==> config.mk <==
export PLATFORM = sky130hd
export DESIGN_NAME = chb_ctrl
export DESIGN_NICKNAME = d
export VERILOG_FILES = /design/src/hdl/chb_pkg.sv /design/src/hdl/chb_ctrl.sv
export SDC_FILE = /design/constraint.sdc
export NUM_CORES = 1
export LEC_CHECK = 0
export ABC_AREA = 1
export ABC_CLOCK_PERIOD_IN_PS = 1200
export CAP_MARGIN = 20
export CORE_MARGIN = 5
export CORE_UTILIZATION = 30
export CTS_BUF_LIST = sky130_fd_sc_hd__clkbuf_2 sky130_fd_sc_hd__clkbuf_4 sky130_fd_sc_hd__clkbuf_8
export DETAILED_ROUTE_END_ITERATION = 8
export DONT_BUFFER_PORTS = 1
export GPL_TIMING_DRIVEN = 1
export SYNTH_ARGS = -nofsm -noshare
export SYNTH_HDL_FRONTEND = slang
export SYNTH_SLANG_ARGS = --single-unit
==> constraint.sdc <==
create_clock -name clock -period 1.2 [get_ports clock]
set_input_delay 0.24 -clock clock [delete_from_list [all_inputs] [get_ports clock]]
set_output_delay 0.24 -clock clock [all_outputs]
set_load 0.01 [all_outputs]
==> src/hdl/chb_pkg.sv <==
// shared types and constants for the clamped bin histogram
// no dependencies; imported by every module of the block
`default_nettype none

package chb_pkg;

   localparam int unsigned NUM_BINS_DEF = 256;
   localparam int unsigned VAL_W        = 32;
   localparam int unsigned COUNT_W      = 48;
   localparam int unsigned IDX_IN_W     = 8;
   localparam int unsigned PROD_W       = VAL_W + IDX_IN_W;
   localparam int unsigned DIVD_W       = VAL_W + 1;

   typedef enum logic [1:0] {
      CSR_BASE       = 2'd0,
      CSR_CEIL       = 2'd1,
      CSR_WIDTH      = 2'd2,
      CSR_SHOW_EMPTY = 2'd3
   } csr_index_type;

   typedef enum logic {
      OP_ADD  = 1'b0,
      OP_READ = 1'b1
   } op_type;

   // commands from the controller to the datapath
   typedef struct packed {
      logic accept;
      logic clr_step;
      logic div_n_start;
      logic div_s_start;
      logic latch_n;
      logic mem_rd;
      logic mem_wb;
      logic out_load;
   } chb_cmd_type;

   // status from the datapath to the controller
   typedef struct packed {
      logic clr_last;
      logic n_dirty;
      logic op_read;
      logic in_range;
      logic div_done;
      logic out_blocked;
   } chb_sts_type;

endpackage

`default_nettype wire

==> src/hdl/chb_ctrl.sv <==
// controller state machine: clearing pass, bin layout refresh, add and read sequencing
// depends on chb_pkg
`default_nettype none

module chb_ctrl import chb_pkg::*; (
   input  wire logic        clock,
   input  wire logic        reset,
   input  wire logic        req_valid,
   output logic             req_ready,
   input  wire chb_sts_type sts,
   output chb_cmd_type      cmd
);

   typedef enum logic [6:0] {
      S_CLEAR = 7'b0000001,
      S_IDLE  = 7'b0000010,
      S_PREP  = 7'b0000100,
      S_NDIV  = 7'b0001000,
      S_SDIV  = 7'b0010000,
      S_RD    = 7'b0100000,
      S_WB    = 7'b1000000
   } state_type;

   state_type state_ff, state_in;

   always_comb begin
      state_in  = state_ff;
      cmd       = '0;
      req_ready = 1'b0;
      unique case (state_ff)
         S_CLEAR: begin
            cmd.clr_step = 1'b1;
            if (sts.clr_last) begin
               state_in = S_IDLE;
            end
         end
         S_IDLE: begin
            req_ready = 1'b1;
            if (req_valid) begin
               cmd.accept = 1'b1;
               state_in   = S_PREP;
            end
         end
         S_PREP: begin
            // refresh bins in use first if a register changed
            if (sts.n_dirty) begin
               cmd.div_n_start = 1'b1;
               state_in        = S_NDIV;
            end else if (sts.op_read || !sts.in_range) begin
               state_in = S_RD;
            end else begin
               cmd.div_s_start = 1'b1;
               state_in        = S_SDIV;
            end
         end
         S_NDIV: begin
            if (sts.div_done) begin
               cmd.latch_n = 1'b1;
               state_in    = S_PREP;
            end
         end
         S_SDIV: begin
            if (sts.div_done) begin
               state_in = S_RD;
            end
         end
         S_RD: begin
            cmd.mem_rd = 1'b1;
            state_in   = S_WB;
         end
         S_WB: begin
            if (!sts.op_read) begin
               cmd.mem_wb = 1'b1;
               state_in   = S_IDLE;
            end else if (!sts.out_blocked) begin
               cmd.out_load = 1'b1;
               state_in     = S_IDLE;
            end
         end
         default: begin
            state_in = S_CLEAR;
         end
      endcase
   end

   always_ff @(posedge clock) begin
      if (reset) begin
         state_ff <= S_CLEAR;
      end else begin
         state_ff <= state_in;
      end
   end

   ap_fresh_layout: assert property (@(posedge clock) disable iff (reset)
      cmd.div_s_start |-> !sts.n_dirty) else $error("sample binned with stale layout");
   ap_wb_after_rd: assert property (@(posedge clock) disable iff (reset)
      cmd.mem_wb |-> $past(cmd.mem_rd)) else $error("update without fresh read");

endmodule

`default_nettype wire

== Word level (Yosys, flattened, before mapping) ==
Cells that the tools add are included.
Word-level totals
  flip-flop bits (word level): 7
  output and inout port bits: 9
  word-level logic and storage cells: 40
Cells by class
  equal/unequal tests: 12
  muxes and demuxes: 24
  reductions and logical operators: 3
Operator list (number)
  $mux 7: 7
  $pmux 7 s7: 1
  $mux 1: 13
  $ne 2x2->1 const B: 4
  $eq 7x1->1 const B: 1
  $eq 7x2->1 const B: 1
  $eq 7x3->1 const B: 1
  $eq 7x4->1 const B: 1
  $eq 7x5->1 const B: 1
  $eq 7x6->1 const B: 1
  $eq 7x7->1 const B: 1
  $mux 6: 1
  $reduce_and 5->1: 1
  $mux 2: 2
  $ne 3x3->1 const B: 1
  $logic_not 1->1: 1
  $logic_or 1x1->1: 1

== Logic depth before layout (Yosys ltp) ==
  depth after elaboration: 5
  depth in mapped cells: 10
  mapped depth without buffers: 10

== Worst setup path after synthesis ==
No wires, ideal clock.
  path kind: register to output
  start point: register state_ff[2]
  end point: output cmd[0] (netlist bit)
  buffers on the path: 0
  setup slack: 26 ps
  data required time: 960 ps
  stages on the path, launching flop included: 6
  data arrival time: 934 ps
  cell sequence: dfxtp_1 -> nor2_1 -> nand3_1 -> nor2_1 -> inv_1 -> nor3_1
RTL lines
  start: declaration: line chb_ctrl.sv:24  | state_type state_ff, state_in;
  start signal: assignment: line chb_ctrl.sv:90  | state_ff <= state_in;
  end: declaration: line chb_ctrl.sv:11  | output chb_cmd_type cmd

==> metrics.csv <==
stage;metric;value;unit
sta;RSZ-0062 raised after global routing;yes;
drt;residual DRC count;0;
logic_synthesis;Yosys warnings;0;
cts;CTS tree;yes;
floorplanning;DIE AREA;2670;um2
floorplanning;Initial Util;0.308;
sta;final worst slack;-0.327;ns
logic_synthesis;adder-cell share of the synthesized area;0;
worst_setup_path;critical-path maximum fanout;3;
floorplanning;row cnt;15;
worst_setup_path;CP arrival;1.29;ns
drt;WL/cell;15.0;um
worst_setup_path;Startpoint Class;flop;
logic_synthesis;Synth area leader;dfxtp_1;
final_layout;Final Util;0.594;
worst_setup_path;CP Cell Sequence;inv_1 -> nand2_1 -> nor2_2 -> nand2_2 -> inv_2 -> nand2_2 -> inv_2;
floorplanning;Die Ht;51.7;um
sta;Slew Limit Headroom;0.830;
sta;Slew Limit Fails;0;
logic_synthesis;XOR/XNOR Fraction of Synth Area;0;
logic_synthesis;EDFF count, synth;0;
worst_setup_path;required time of the worst setup path;0.96;ns
placed_design;post-place instance area;602;um2
job;max_cap viols;0;
pwr;Power Dens Cells;2040;nW/um2
logic_synthesis;sequential share of the synthesized area;0.269;
floorplanning;chip width;51.7;um
pwr;sequential power share;0.162;
outcome;outcome;complete, but fails checks;
final_layout;Syn-to-layout area delta;92.8;%
cts;root buffer cell;clkbuf_4;
pwr;Clock power frac;0.120;
placed_design;Post-Place Worst Slack;-0.104;ns
drt;ANT nets after route;0;
logic_synthesis;Net Count, Synth;101;
placed_design;PortBufs;0;
logic_synthesis;most frequent cells after synthesis;24 x nand2_1, 18 x inv_1, 18 x nor2_1, 9 x nand3_1, 7 x dfxtp_1;
logic_synthesis;largest family of logic cells by synthesized area;simple AND/OR/NAND/NOR gates;
logic_synthesis;syn avg cell area;5.66;um2
logic_synthesis;Mapped Area;520;um2
min_path;hold crit path type;input pin to flop;
drt;DR vias;677;
worst_setup_path;kind of critical path;flop to output port;
logic_synthesis;most common cell in the synthesized netlist;nand2_1;
sta;# setup viols final;16;
sta;post-route clock period utilization;1.27;
final_layout;max reg flops;7;
pwr;Static Leak;0.495;nW
final_layout;share of cells above drive strength 1;0.686;
drt;drt total wl;2030;um
global_routing;GRT Total Usage;0.142;
outcome;failing checks;negative setup slack;
worst_setup_path;critical path's largest stage delay;0.32;ns
pwr;sw power;0.952;mW
logic_synthesis;Synth Register Bits;7;
global_routing;initial antenna violation count;0;
logic_synthesis;Simple-Gate Fraction of Synth Area;0.536;
cts;hold buffers post-CTS;0;
pwr;Logic pwr share;0.718;
logic_synthesis;multiplexer area fraction after synthesis;0;
final_layout;Largest regs;state_ff (7);
logic_synthesis;Area contributors post-synth;dfxtp_1 27%, nand2_1 17%, inv_1 13%;
pwr;PnR Total Power;2.05;mW
placed_design;Detail Placement HPWL;1140;um
logic_synthesis;Yosys top cell area share;0.269;
logic_synthesis;top_reg_cell synth;dfxtp_1;
sta;clk_skew;0.00257;ns
placed_design;Placer Congestion;0.870;
drt;DR vias/cell;5.01;
sta;minimum clock period;1.53;ns
drt;drt pass-1 iters;4;
global_routing;Remaining Overflow, GRT;0;
final_layout;Reg with most FFs;state_ff;
floorplanning;I/O pin cnt;18;
global_routing;first-pass GRT wire length;2870;um
pwr;internal power;1.09;mW
sta;Final Hold Viols;0;
final_layout;fin area;1000;um2
drt;Iteration-0 DRC Markers;6;
logic_synthesis;Post-synth ARST share;0;
cts;# clock sinks;7;
worst_setup_path;slowest CP cell;dfxtp_1;
cts;Worst-Skew Late Latency;0.25;ns
cts;total CTS buffers;3;
global_routing;vias in the first global route;724;
final_layout;# diodes;0;
cts;Clock transition at path regs;0.06;ns
final_layout;Nets;128;
logic_synthesis;Synth cell types;16;
sta;Max Freq;655;MHz
pwr;Max VDD drop;1.24;mV
cts;CTS H-Tree Depth;1;
floorplanning;Core Area;1690;um2
cts;CTS Buffer Depth;2;
worst_setup_path;Setup crit end kind;output port;
logic_synthesis;Synth Instances;92;
global_routing;largest net degree at the start of global routing;5;
logic_synthesis;Compound-Gate Fraction of Synth Area;0.0433;
pwr;sw frac;0.466;
sta;Worst Tran Pin Value;0.255;ns
-- final cells by class --
cell class              count  area (um2)
flip-flops and latches      7         148
well taps                  17        21.3
repair buffers             22         199
inverters                  21        83.8
multi-input cells          64         522
clock buffers               4        30.0
fillers                   153         686
-- per-layer routing --
| layer | share of wire | global-route usage |
|---|---|---|
| met5 | 0 | 0 |
| met4 | 0.033 | 0.0786 |
| met3 | 0.025 | 0.0287 |
| met2 | 0.55 | 0.263 |
| met1 | 0.39 | 0.149 |
-- worst max-delay path: cells and delay by family (launching register included) --
family	cells	cell delay, ns
and+or+nand+nor	4	0.45
DFF	1	0.32
buffers and inverters	3	0.26
-- per-stage QoR --
step           std cells  hold WS (ns)  setup TNS [ns]
2_1_floorplan         92         0.309               0
3_3_place_gp         117         0.311          -0.533
3_5_place_dp         117         0.312          -0.310
4_1_cts              131        0.0478           -2.62
5_1_grt              135        0.0395           -4.74
6_report             135        0.0465           -3.67
-- cell families (layout without fill, tap and decap cells) --
family                 Yosys count  in the layout
AO/OA/AOI/OAI                    4              4
flip-flops                       7              7
buffers and inverters           21             47
AND/OR/NAND/NOR                 60             60
-- timing repair --
action                     CTS  global route
buffers inserted            10             4
gates resized for setup     46            31
pin swaps                   14            12
setup endpoints to repair   14            16
-- power groups by stage --
| stage | combinational, mW | clock (mW) | sequential, mW |
|---|---|---|---|
| floorplan | 0.496 | 0 | 0.319 |
| global placement | 0.658 | 0 | 0.322 |
| detailed placement | 0.660 | 0 | 0.325 |
| CTS | 1.06 | 0.239 | 0.326 |
| global route | 1.58 | 0.260 | 0.335 |
| finish | 1.47 | 0.245 | 0.331 |
-- path summary, 6_finish.rpt --
path              depth (start not counted)           to        start  slack [ns]
setup / recovery                          7       cmd[5]  state_ff[1]       -0.33
hold / removal                            1  state_ff[3]        reset        0.05
setup reg to reg                          9  state_ff[2]  state_ff[1]       -0.22
hold reg to reg                           4  state_ff[3]  state_ff[3]        0.64
-- cells in the final DEF, fill, tap and decap left out, drive strengths merged --
cell type | Yosys | routed
nand3 | 10 | 10
nor3b | 1 | 1
inv | 21 | 21
a21oi | 1 | 1
nand2 | 26 | 26
dfxtp | 7 | 7
clkbuf | 0 | 4
o211ai | 1 | 1
nor2 | 19 | 19
buf | 0 | 22
o21ai | 2 | 2
nor3 | 4 | 4
No activity file was read; power rests on OpenSTA's default activity.
